$ cat config.mk
export PLATFORM = sky130hd
export DESIGN_NAME = sustained_onset_detector
export DESIGN_NICKNAME = d
export VERILOG_FILES = /design/src/hdl/sod_pkg.sv /design/src/hdl/sod_frame_core.sv /design/src/hdl/sustained_onset_detector.sv
export SDC_FILE = /design/constraint.sdc
export NUM_CORES = 1
export LEC_CHECK = 0
export BUFFER_PORTS_ARGS = -buffer_cell sky130_fd_sc_hd__buf_2
export CAP_MARGIN = 20
export CORE_MARGIN = 10
export CORE_UTILIZATION = 46
export CTS_CLUSTER_SIZE = 14
export DETAILED_ROUTE_END_ITERATION = 12
export SETUP_SLACK_MARGIN = 0.1
export SKIP_LAST_GASP = 1
export SLEW_MARGIN = 15
export SYNTH_ARGS = -nofsm -noshare
export SYNTH_HDL_FRONTEND = slang
export SYNTH_HIERARCHICAL = 1
export SYNTH_SLANG_ARGS = --single-unit
$ cat constraint.sdc
create_clock -name clock -period 24.2 [get_ports clock]
set_input_delay 4.84 -clock clock [delete_from_list [all_inputs] [get_ports clock]]
set_output_delay 4.84 -clock clock [all_outputs]
set_load 0.005 [all_outputs]
$ cat src/hdl/sod_pkg.sv
// ----------------------------------------------------------------------------
// sod_pkg: shared constants and types of the sustained onset detector
// Field widths, register indexes and the structs passed between the top
// level and the frame core.
// ----------------------------------------------------------------------------
package sod_pkg;

   localparam int SAMPLE_BITS   = 16;
   localparam int POSITION_BITS = 24;
   localparam int FRAME_BITS    = 12;

   localparam int FRAME_LENGTH_BITS = 13;
   localparam int ENERGY_BITS       = 42;
   localparam int SUSTAIN_BITS      = 10;
   localparam int WINDOW_BITS       = 24;

   localparam int CSR_INDEX_BITS = 2;
   localparam int CSR_DATA_BITS  = ENERGY_BITS;

   // squared magnitude and the saturating accumulator
   localparam int SQ_BITS  = 2 * SAMPLE_BITS;
   localparam int SUM_BITS = ((SQ_BITS > ENERGY_BITS) ? SQ_BITS : ENERGY_BITS) + 1;

   // widths wide enough to compare a register against its saturation limit
   localparam int FL_WIDE  = (FRAME_LENGTH_BITS > FRAME_BITS + 1) ?
                             FRAME_LENGTH_BITS : FRAME_BITS + 1;
   localparam int WIN_WIDE = (WINDOW_BITS > POSITION_BITS) ? WINDOW_BITS : POSITION_BITS;

   localparam logic [FRAME_LENGTH_BITS-1:0] FRAME_LENGTH_RESET = 13'd441;
   localparam logic [ENERGY_BITS-1:0]       ENERGY_RESET       = 42'd47352014;
   localparam logic [SUSTAIN_BITS-1:0]      SUSTAIN_RESET      = 10'd8;
   localparam logic [WINDOW_BITS-1:0]       WINDOW_RESET       = 24'd1323000;

   localparam logic [ENERGY_BITS-1:0] ENERGY_MAX = {ENERGY_BITS{1'b1}};

   typedef enum logic [CSR_INDEX_BITS-1:0] {
      CSR_FRAME_LENGTH     = 2'd0,
      CSR_ENERGY_THRESHOLD = 2'd1,
      CSR_SUSTAIN_FRAMES   = 2'd2,
      CSR_WINDOW_LENGTH    = 2'd3
   } csr_index_type;

   typedef struct packed {
      logic [FRAME_LENGTH_BITS-1:0] frame_length;
      logic [ENERGY_BITS-1:0]       energy_threshold;
      logic [SUSTAIN_BITS-1:0]      sustain_frames;
      logic [WINDOW_BITS-1:0]       window_length;
   } cfg_type;

   typedef struct packed {
      logic [SQ_BITS-1:0] sq;
      logic               start;
      logic               last;
   } stage_type;

   typedef struct packed {
      logic                     done;
      logic                     found;
      logic [POSITION_BITS-1:0] position;
   } result_type;

endpackage

$ cat src/hdl/sod_frame_core.sv
// ----------------------------------------------------------------------------
// sod_frame_core: frame energy accumulator and loud run tracker
// Holds the search state and works out, in one pass, the next state and any
// result for the registered request.
// ----------------------------------------------------------------------------
module sod_frame_core (
   input  logic                clock,
   input  logic                reset,
   input  logic                step,
   input  sod_pkg::stage_type  item,
   input  sod_pkg::cfg_type    cfg,
   output sod_pkg::result_type res
);
   import sod_pkg::*;

   logic                     searching_ff, searching_in;
   logic [POSITION_BITS-1:0] position_ff, position_in;
   logic [FRAME_BITS-1:0]    frame_fill_ff, frame_fill_in;
   logic [ENERGY_BITS-1:0]   frame_energy_ff, frame_energy_in;
   logic [SUSTAIN_BITS-1:0]  loud_run_ff, loud_run_in;
   logic [POSITION_BITS-1:0] run_start_ff, run_start_in;

   logic [FL_WIDE-1:0]       fl_raw, fl_max, fl_eff;
   logic [WIN_WIDE-1:0]      win_raw, pos_max;
   logic [POSITION_BITS-1:0] win_eff;
   logic [SUSTAIN_BITS-1:0]  sus_eff;

   logic                     srch;
   logic [POSITION_BITS-1:0] pos0, rs0, base, rs_new;
   logic [FRAME_BITS-1:0]    fill0;
   logic [ENERGY_BITS-1:0]   e0, e_sat;
   logic [SUSTAIN_BITS-1:0]  run0;
   logic [POSITION_BITS:0]   count;
   logic [FRAME_BITS:0]      fill1;
   logic [SUM_BITS-1:0]      sum;
   logic [SUSTAIN_BITS:0]    run1;
   logic                     in_win, frame_full, loud, hit, done;

   // saturate the registers to their usable ranges
   always_comb begin
      fl_raw  = FL_WIDE'(cfg.frame_length);
      fl_max  = FL_WIDE'(1) << FRAME_BITS;
      if (fl_raw == '0) begin
         fl_eff = FL_WIDE'(1);
      end else if (fl_raw > fl_max) begin
         fl_eff = fl_max;
      end else begin
         fl_eff = fl_raw;
      end
      win_raw = WIN_WIDE'(cfg.window_length);
      pos_max = WIN_WIDE'({POSITION_BITS{1'b1}});
      win_eff = (win_raw > pos_max) ? POSITION_BITS'(pos_max) : POSITION_BITS'(win_raw);
      sus_eff = (cfg.sustain_frames == '0) ? SUSTAIN_BITS'(1) : cfg.sustain_frames;
   end

   always_comb begin
      srch  = item.start | searching_ff;
      pos0  = item.start ? '0 : position_ff;
      fill0 = item.start ? '0 : frame_fill_ff;
      e0    = item.start ? '0 : frame_energy_ff;
      run0  = item.start ? '0 : loud_run_ff;
      rs0   = item.start ? '0 : run_start_ff;

      count  = {1'b0, pos0} + (POSITION_BITS+1)'(1);
      in_win = count <= {1'b0, win_eff};
      sum    = SUM_BITS'(e0) + SUM_BITS'(item.sq);
      e_sat  = (sum > SUM_BITS'(ENERGY_MAX)) ? ENERGY_MAX : sum[ENERGY_BITS-1:0];
      fill1  = {1'b0, fill0} + (FRAME_BITS+1)'(1);
      frame_full = in_win && (FL_WIDE'(fill1) >= fl_eff);
      loud   = e_sat > cfg.energy_threshold;
      base   = pos0 - POSITION_BITS'(fill0);
      run1   = {1'b0, run0} + (SUSTAIN_BITS+1)'(1);
      rs_new = (run0 == '0) ? base : rs0;
      hit    = srch && frame_full && loud && (run1 >= {1'b0, sus_eff});
      done   = srch && (hit || (count >= {1'b0, win_eff}) || item.last);

      res.done     = done;
      res.found    = hit;
      res.position = hit ? rs_new : '0;
   end

   always_comb begin
      searching_in    = searching_ff;
      position_in     = position_ff;
      frame_fill_in   = frame_fill_ff;
      frame_energy_in = frame_energy_ff;
      loud_run_in     = loud_run_ff;
      run_start_in    = run_start_ff;
      if (step) begin
         if (done) begin
            // drop the search once its result is out
            searching_in    = 1'b0;
            position_in     = '0;
            frame_fill_in   = '0;
            frame_energy_in = '0;
            loud_run_in     = '0;
            run_start_in    = '0;
         end else if (srch) begin
            searching_in    = 1'b1;
            position_in     = pos0;
            frame_fill_in   = fill0;
            frame_energy_in = e0;
            loud_run_in     = run0;
            run_start_in    = rs0;
            if (in_win) begin
               position_in = count[POSITION_BITS-1:0];
               if (frame_full) begin
                  frame_fill_in   = '0;
                  frame_energy_in = '0;
                  if (loud) begin
                     loud_run_in  = run1[SUSTAIN_BITS-1:0];
                     run_start_in = rs_new;
                  end else begin
                     loud_run_in  = '0;
                     run_start_in = '0;
                  end
               end else begin
                  frame_fill_in   = fill1[FRAME_BITS-1:0];
                  frame_energy_in = e_sat;
               end
            end
         end
      end
   end

   always_ff @(posedge clock) begin
      if (reset) begin
         searching_ff    <= 1'b0;
         position_ff     <= '0;
         frame_fill_ff   <= '0;
         frame_energy_ff <= '0;
         loud_run_ff     <= '0;
         run_start_ff    <= '0;
      end else begin
         searching_ff    <= searching_in;
         position_ff     <= position_in;
         frame_fill_ff   <= frame_fill_in;
         frame_energy_ff <= frame_energy_in;
         loud_run_ff     <= loud_run_in;
         run_start_ff    <= run_start_in;
      end
   end

   a_idle_clear: assert property (@(posedge clock) disable iff (reset)
      !searching_ff |-> (position_ff == '0 && frame_fill_ff == '0 &&
                         frame_energy_ff == '0 && loud_run_ff == '0))
      else $error("idle search state not cleared");

   a_run_start: assert property (@(posedge clock) disable iff (reset)
      loud_run_ff == '0 |-> run_start_ff == '0)
      else $error("run start held without a loud run");

   a_fill_le_pos: assert property (@(posedge clock) disable iff (reset)
      POSITION_BITS'(frame_fill_ff) <= position_ff)
      else $error("frame fill ahead of position");

   a_done_closes: assert property (@(posedge clock) disable iff (reset)
      step && res.done |=> !searching_ff)
      else $error("search still open after a result");

   a_no_spurious_open: assert property (@(posedge clock) disable iff (reset)
      step && !item.start && !searching_ff |=> !searching_ff)
      else $error("search opened without a start");

endmodule

$ cat src/hdl/sustained_onset_detector.sv
// ----------------------------------------------------------------------------
// sustained_onset_detector: frame energy onset detector
// Searches an audio stream for a run of loud frames and reports where the
// run began, or that the window or the audio ended first.
// ----------------------------------------------------------------------------
// Usage:
//   req_ channel: one audio sample per request, with start_search opening a
//   new search at that sample (position zero) and last marking the end of
//   the audio. rsp_ channel: at most one result per search, found plus the
//   onset position relative to the search start (zero when not found).
//   csr_ channel: register writes, always ready; write only while no request
//   is in flight. A search may stay open across such writes.
//   Throughput: one request per cycle while no result is stalled on rsp_ready.
//   Each request passes an input register (holding the squared sample) and a
//   result register, so rsp_valid is registered. The rate is set by the
//   accumulate and compare on the frame state, which are combinational.
//   Reset: registers return to their defaults, no search is open and both
//   pipeline stages are empty.
//   Stall: while a result waits on rsp_ready, the input register holds and
//   req_ready drops once it is full; no request is lost.
// ----------------------------------------------------------------------------
module sustained_onset_detector (
   input  logic                                  clock,
   input  logic                                  reset,
   input  logic                                  req_valid,
   output logic                                  req_ready,
   input  logic signed [sod_pkg::SAMPLE_BITS-1:0] req_sample,
   input  logic                                  req_start_search,
   input  logic                                  req_last,
   output logic                                  rsp_valid,
   input  logic                                  rsp_ready,
   output logic                                  rsp_found,
   output logic [sod_pkg::POSITION_BITS-1:0]     rsp_onset_position,
   input  logic                                  csr_valid,
   output logic                                  csr_ready,
   input  logic [sod_pkg::CSR_INDEX_BITS-1:0]    csr_index,
   input  logic [sod_pkg::CSR_DATA_BITS-1:0]     csr_data
);
   import sod_pkg::*;

   cfg_type                  cfg_ff, cfg_in;
   logic                     in_vld_ff, in_vld_in;
   stage_type                in_item_ff, in_item_in;
   logic                     rsp_vld_ff, rsp_vld_in;
   logic                     rsp_found_ff, rsp_found_in;
   logic [POSITION_BITS-1:0] rsp_pos_ff, rsp_pos_in;

   logic [SAMPLE_BITS-1:0]   mag;
   logic                     advance;
   result_type               res;

   assign csr_ready = 1'b1;

   always_comb begin
      cfg_in = cfg_ff;
      if (csr_valid && csr_ready) begin
         case (csr_index_type'(csr_index))
            CSR_FRAME_LENGTH:     cfg_in.frame_length     = csr_data[FRAME_LENGTH_BITS-1:0];
            CSR_ENERGY_THRESHOLD: cfg_in.energy_threshold = csr_data[ENERGY_BITS-1:0];
            CSR_SUSTAIN_FRAMES:   cfg_in.sustain_frames   = csr_data[SUSTAIN_BITS-1:0];
            CSR_WINDOW_LENGTH:    cfg_in.window_length    = csr_data[WINDOW_BITS-1:0];
            default:              cfg_in = cfg_ff;
         endcase
      end
   end

   // square on the way in; the most negative sample maps to its magnitude
   always_comb begin
      mag = req_sample[SAMPLE_BITS-1] ? (~req_sample + SAMPLE_BITS'(1)) : req_sample;
   end

   assign advance   = in_vld_ff && (!rsp_vld_ff || rsp_ready);
   assign req_ready = !in_vld_ff || advance;

   always_comb begin
      in_item_in = in_item_ff;
      if (req_valid && req_ready) begin
         in_vld_in        = 1'b1;
         in_item_in.sq    = SQ_BITS'(mag) * SQ_BITS'(mag);
         in_item_in.start = req_start_search;
         in_item_in.last  = req_last;
      end else if (advance) begin
         in_vld_in = 1'b0;
      end else begin
         in_vld_in = in_vld_ff;
      end
   end

   always_comb begin
      rsp_found_in = rsp_found_ff;
      rsp_pos_in   = rsp_pos_ff;
      if (advance) begin
         rsp_vld_in = res.done;
         if (res.done) begin
            rsp_found_in = res.found;
            rsp_pos_in   = res.position;
         end
      end else if (rsp_ready) begin
         rsp_vld_in = 1'b0;
      end else begin
         rsp_vld_in = rsp_vld_ff;
      end
   end

   sod_frame_core u_core (
      .clock (clock),
      .reset (reset),
      .step  (advance),
      .item  (in_item_ff),
      .cfg   (cfg_ff),
      .res   (res)
   );

   always_ff @(posedge clock) begin
      if (reset) begin
         cfg_ff.frame_length     <= FRAME_LENGTH_RESET;
         cfg_ff.energy_threshold <= ENERGY_RESET;
         cfg_ff.sustain_frames   <= SUSTAIN_RESET;
         cfg_ff.window_length    <= WINDOW_RESET;
         in_vld_ff               <= 1'b0;
         rsp_vld_ff              <= 1'b0;
      end else begin
         cfg_ff     <= cfg_in;
         in_vld_ff  <= in_vld_in;
         rsp_vld_ff <= rsp_vld_in;
      end
   end

   always_ff @(posedge clock) begin
      in_item_ff   <= in_item_in;
      rsp_found_ff <= rsp_found_in;
      rsp_pos_ff   <= rsp_pos_in;
   end

   assign rsp_valid          = rsp_vld_ff;
   assign rsp_found          = rsp_found_ff;
   assign rsp_onset_position = rsp_pos_ff;

endmodule

==> results.sh <==
export IMPL_ff2ff_setup_slack_ns=15.49
export IMPL_fmax_mhz=76.9
export IMPL_critPathBufInv=10
export IMPL_hold_end="u_core/run_start_ff[5]"
export IMPL_htree_levels=2
export IMPL_crit_path_max_fanout=16
export IMPL_utilization=0.502
export IMPL_fillers=5299
export IMPL_port_buffers=93
export IMPL_dpl_cell_area_mm2=0.0265
export IMPL_ctsResizeCount=0
export IMPL_dieHeight_um=255
export IMPL_ys_seq_elements=262
export IMPL_insertion_delay_ns=0.56
export IMPL_critical_path_class="in2reg"
export IMPL_finalPower_mw=4.24
export IMPL_clockBufferDepth=3
export IMPL_combPwrFrac=0.717
export IMPL_path_clk_slew_ns=0.06
export IMPL_power_density_mw_per_mm2=154
export IMPL_min_period_ns=13.00
export IMPL_cts_setup_buffers=0
export IMPL_crit_path_frequent_cell="inv_1"
export IMPL_cts_sink_count=262
export IMPL_fin_area_mm2=0.0276
export IMPL_hold_viol_final=0
export IMPL_synth_ff_type="dfxtp_1"
export IMPL_grt_pass1_wl_um=119000
export IMPL_synth_top_area_share=0.160
export IMPL_grt_max_degree=63
export IMPL_track_usage=0.223
export IMPL_rows=86
export IMPL_syn_to_final_growth_pct=8.30
export IMPL_initial_core_util=0.463
export IMPL_yosys_top_cells_area="dfxtp_1 16%, fa_1 13%, ha_1 10%, nand2_1 6.9%, edfxtp_1 6.8%"
export IMPL_syn_area_mm2=0.0255
export IMPL_p_clk_frac=0.123
export IMPL_whs_path_depth=2
export IMPL_min_from="u_core/run_start_ff[5]"
export IMPL_final_max_slew_viol_count=0
export IMPL_dieArea_mm2=0.0652
export IMPL_drt_iter0_drc=1565
export IMPL_cp_start_kind="input pin"
export IMPL_power_switching_mw=2.16
export IMPL_syn_avg_cell_area_um2=8.13
export IMPL_synthCells=3131
export IMPL_first_global_vias=22175
export IMPL_slew_headroom=0.258
export IMPL_p_sw_frac=0.509
export IMPL_cts_made_buffers=34
export IMPL_cp_end_kind="flop"
export IMPL_critPathTopFamily="adder cells"
export IMPL_post_drt_wl_per_cell_um=19.1
export IMPL_drive_above_1_share=0.0777
export IMPL_power_leakage_nw=12.3
export IMPL_die_width_um=255
export IMPL_async_flop_share=0
export IMPL_post_dp_hpwl_um=57600
export IMPL_cts_hold_repair_buffers=0
export IMPL_first_pass_iters=6
export IMPL_crit_path_top_delay_cell="or4_1"
export IMPL_synth_area_leader_cell="dfxtp_1"
export IMPL_outcome="completed"
export IMPL_fin_setup_tns_ns=0
export IMPL_antenna_found_initial=0
export IMPL_antenna_cells=0
export IMPL_r2r_end="rsp_onset_position[7]"
export IMPL_yosysSeqAreaShare=0.229
export IMPL_rsz0062_at_grt="no"
export IMPL_hold_slack_ns=0.444
export IMPL_pwr_share_seq=0.160
export IMPL_hp_class="reg2reg"
export IMPL_place_congestion=0.891
export IMPL_synth_edff_count=58
export IMPL_ant_nets=0
export IMPL_overflow=0
export IMPL_synth_cell_types=112
export IMPL_drc=0
export IMPL_cp_required_ns=24.48
export IMPL_internal_power_mw=2.08
export IMPL_vias=22268
export IMPL_timing_rr_start="in_item_ff[1]"
export IMPL_cts_tree="built"
export IMPL_root_buffer="clkbuf_16"
export IMPL_yosys_warnings=6
export IMPL_core_mm2=0.0550
export IMPL_worst_slew_pin_slew_ns=1.11
export IMPL_clock_skew_final_ns=0.0354
export IMPL_worst_r2r_path_depth=22
export IMPL_ir_drop_mv=0.252
export IMPL_cpPeakStageDelay_ns=0.58
export IMPL_boundaryPins=95
export IMPL_setup_viol=0
export IMPL_final_nets=3589
export IMPL_arrival_ns=13.29
export IMPL_post_route_period_util=0.537
export IMPL_maxCapViolations=0
export IMPL_viasPerCell=5.69
export IMPL_drt_total_wl_um=74600
stage by stage:
| step | instances | worst slack (ns) |
|---|---|---|
| global placement | 3855 | 10.80 |
| floorplan | 3143 | 11.60 |
| detailed placement | 3855 | 10.70 |
| CTS | 3914 | 11.25 |
| finish | 3915 | 11.20 |
| global route | 3915 | 10.63 |
cells by family (layout without fill, tap and decap cells):
logic type / after synthesis / count (layout) / synth area share
xor+xnor: 179 / 179 / 0.0627
compound gates: 666 / 666 / 0.175
other cells: 2 / 14 / 0.000295
flops: 262 / 262 / 0.229
mux: 9 / 9 / 0.00368
fa+ha+maj: 388 / 388 / 0.239
buf+inv: 526 / 550 / 0.0822
simple gates: 1099 / 1099 / 0.209
registers in the layout, indices dropped and copies added, names as in the netlist, 10 cells and up:
signal                  flops
u_core/frame_fill_ff       12
in_item_ff                 33
u_core/frame_energy_ff     42
rsp_onset_position         24
u_core/run_start_ff        24
u_core/loud_run_ff         10
u_core/position_ff         24
cfg_ff                     89
worst min-delay path: stages (launching register included):
cell and delay, ns:
dfxtp_1 0.31, nand2_1 0.04, o21ai_0 0.05
worst max-delay path by stage:
| stage | start | slack (ns) | cells past startpoint | to |
|---|---|---|---|---|
| after floorplan | req_sample[0] | 11.60 | 26 | in_item_ff[25] |
| after global placement | req_sample[0] | 10.80 | 27 | in_item_ff[27] |
| after detailed placement | req_sample[0] | 10.70 | 29 | in_item_ff[25] |
| after CTS | req_sample[0] | 11.25 | 29 | in_item_ff[25] |
| after global routing | req_sample[0] | 10.63 | 27 | in_item_ff[27] |
| final | req_sample[0] | 11.20 | 29 | in_item_ff[25] |
placed cells by master (no fill, tap or decap), drive strengths merged, types with 69 or more instances in the layout:
master  netlist  routed
nand2       468     468
inv         366     368
nor2        245     245
ha          211     211
dfxtp       204     204
a21oi       195     195
fa          167     167
o21ai       137     137
buf          45     121
xnor2       116     116
nor2b        69      69
cell type report:
class                           instances  area, um^2  area share
Multi-Input combinational cell       2355       17600       0.639
Tap cell                              748         936      0.0339
Timing Repair Buffer                  122         683      0.0248
Clock buffer                           45         912      0.0331
Sequential cell                       262        5830       0.211
Inverter                              369        1390      0.0502
Clock inverter                         14         211     0.00767
power groups by stage:
stage | Sequential (mW) | Combinational, mW | Clock (mW)
6_report | 0.680 | 3.04 | 0.522
5_1_grt | 0.688 | 3.44 | 0.552
4_1_cts | 0.681 | 3.06 | 0.534
3_5_place_dp | 0.690 | 3.04 | 0
3_3_place_gp | 0.689 | 3.02 | 0
2_1_floorplan | 0.630 | 2.34 | 0
cell usage after synthesis, types with 19 or more instances:
cell type,instances
a22o_1,43
and3_1,22
o21ai_0,125
nand3_1,49
nand2_1,467
a21o_1,36
xnor2_1,115
a21oi_1,190
a31oi_1,39
nand4_1,33
inv_1,358
o21a_1,21
o31ai_1,19
and2_1,22
edfxtp_1,58
fa_1,167
clkbuf_1,112
o211ai_1,23
nand3b_1,37
nor2_1,240
dfxtp_1,204
xor2_1,60
buf_2,24
nor3_1,36
a22oi_1,28
nor2b_1,67
nand2b_1,24
ha_1,211
nor4_1,19
metal layers:
metal / vias up / GRT usage / wire length, um
met1: 10920 / 0.270 / 30900
met4: 0 / 0.0845 / 2630
li1: 10630 / - / -
met2: 585 / 0.398 / 37800
met3: 133 / 0.0256 / 3330
met5: - / 0 / 0
(Power assumes the default switching activity.)
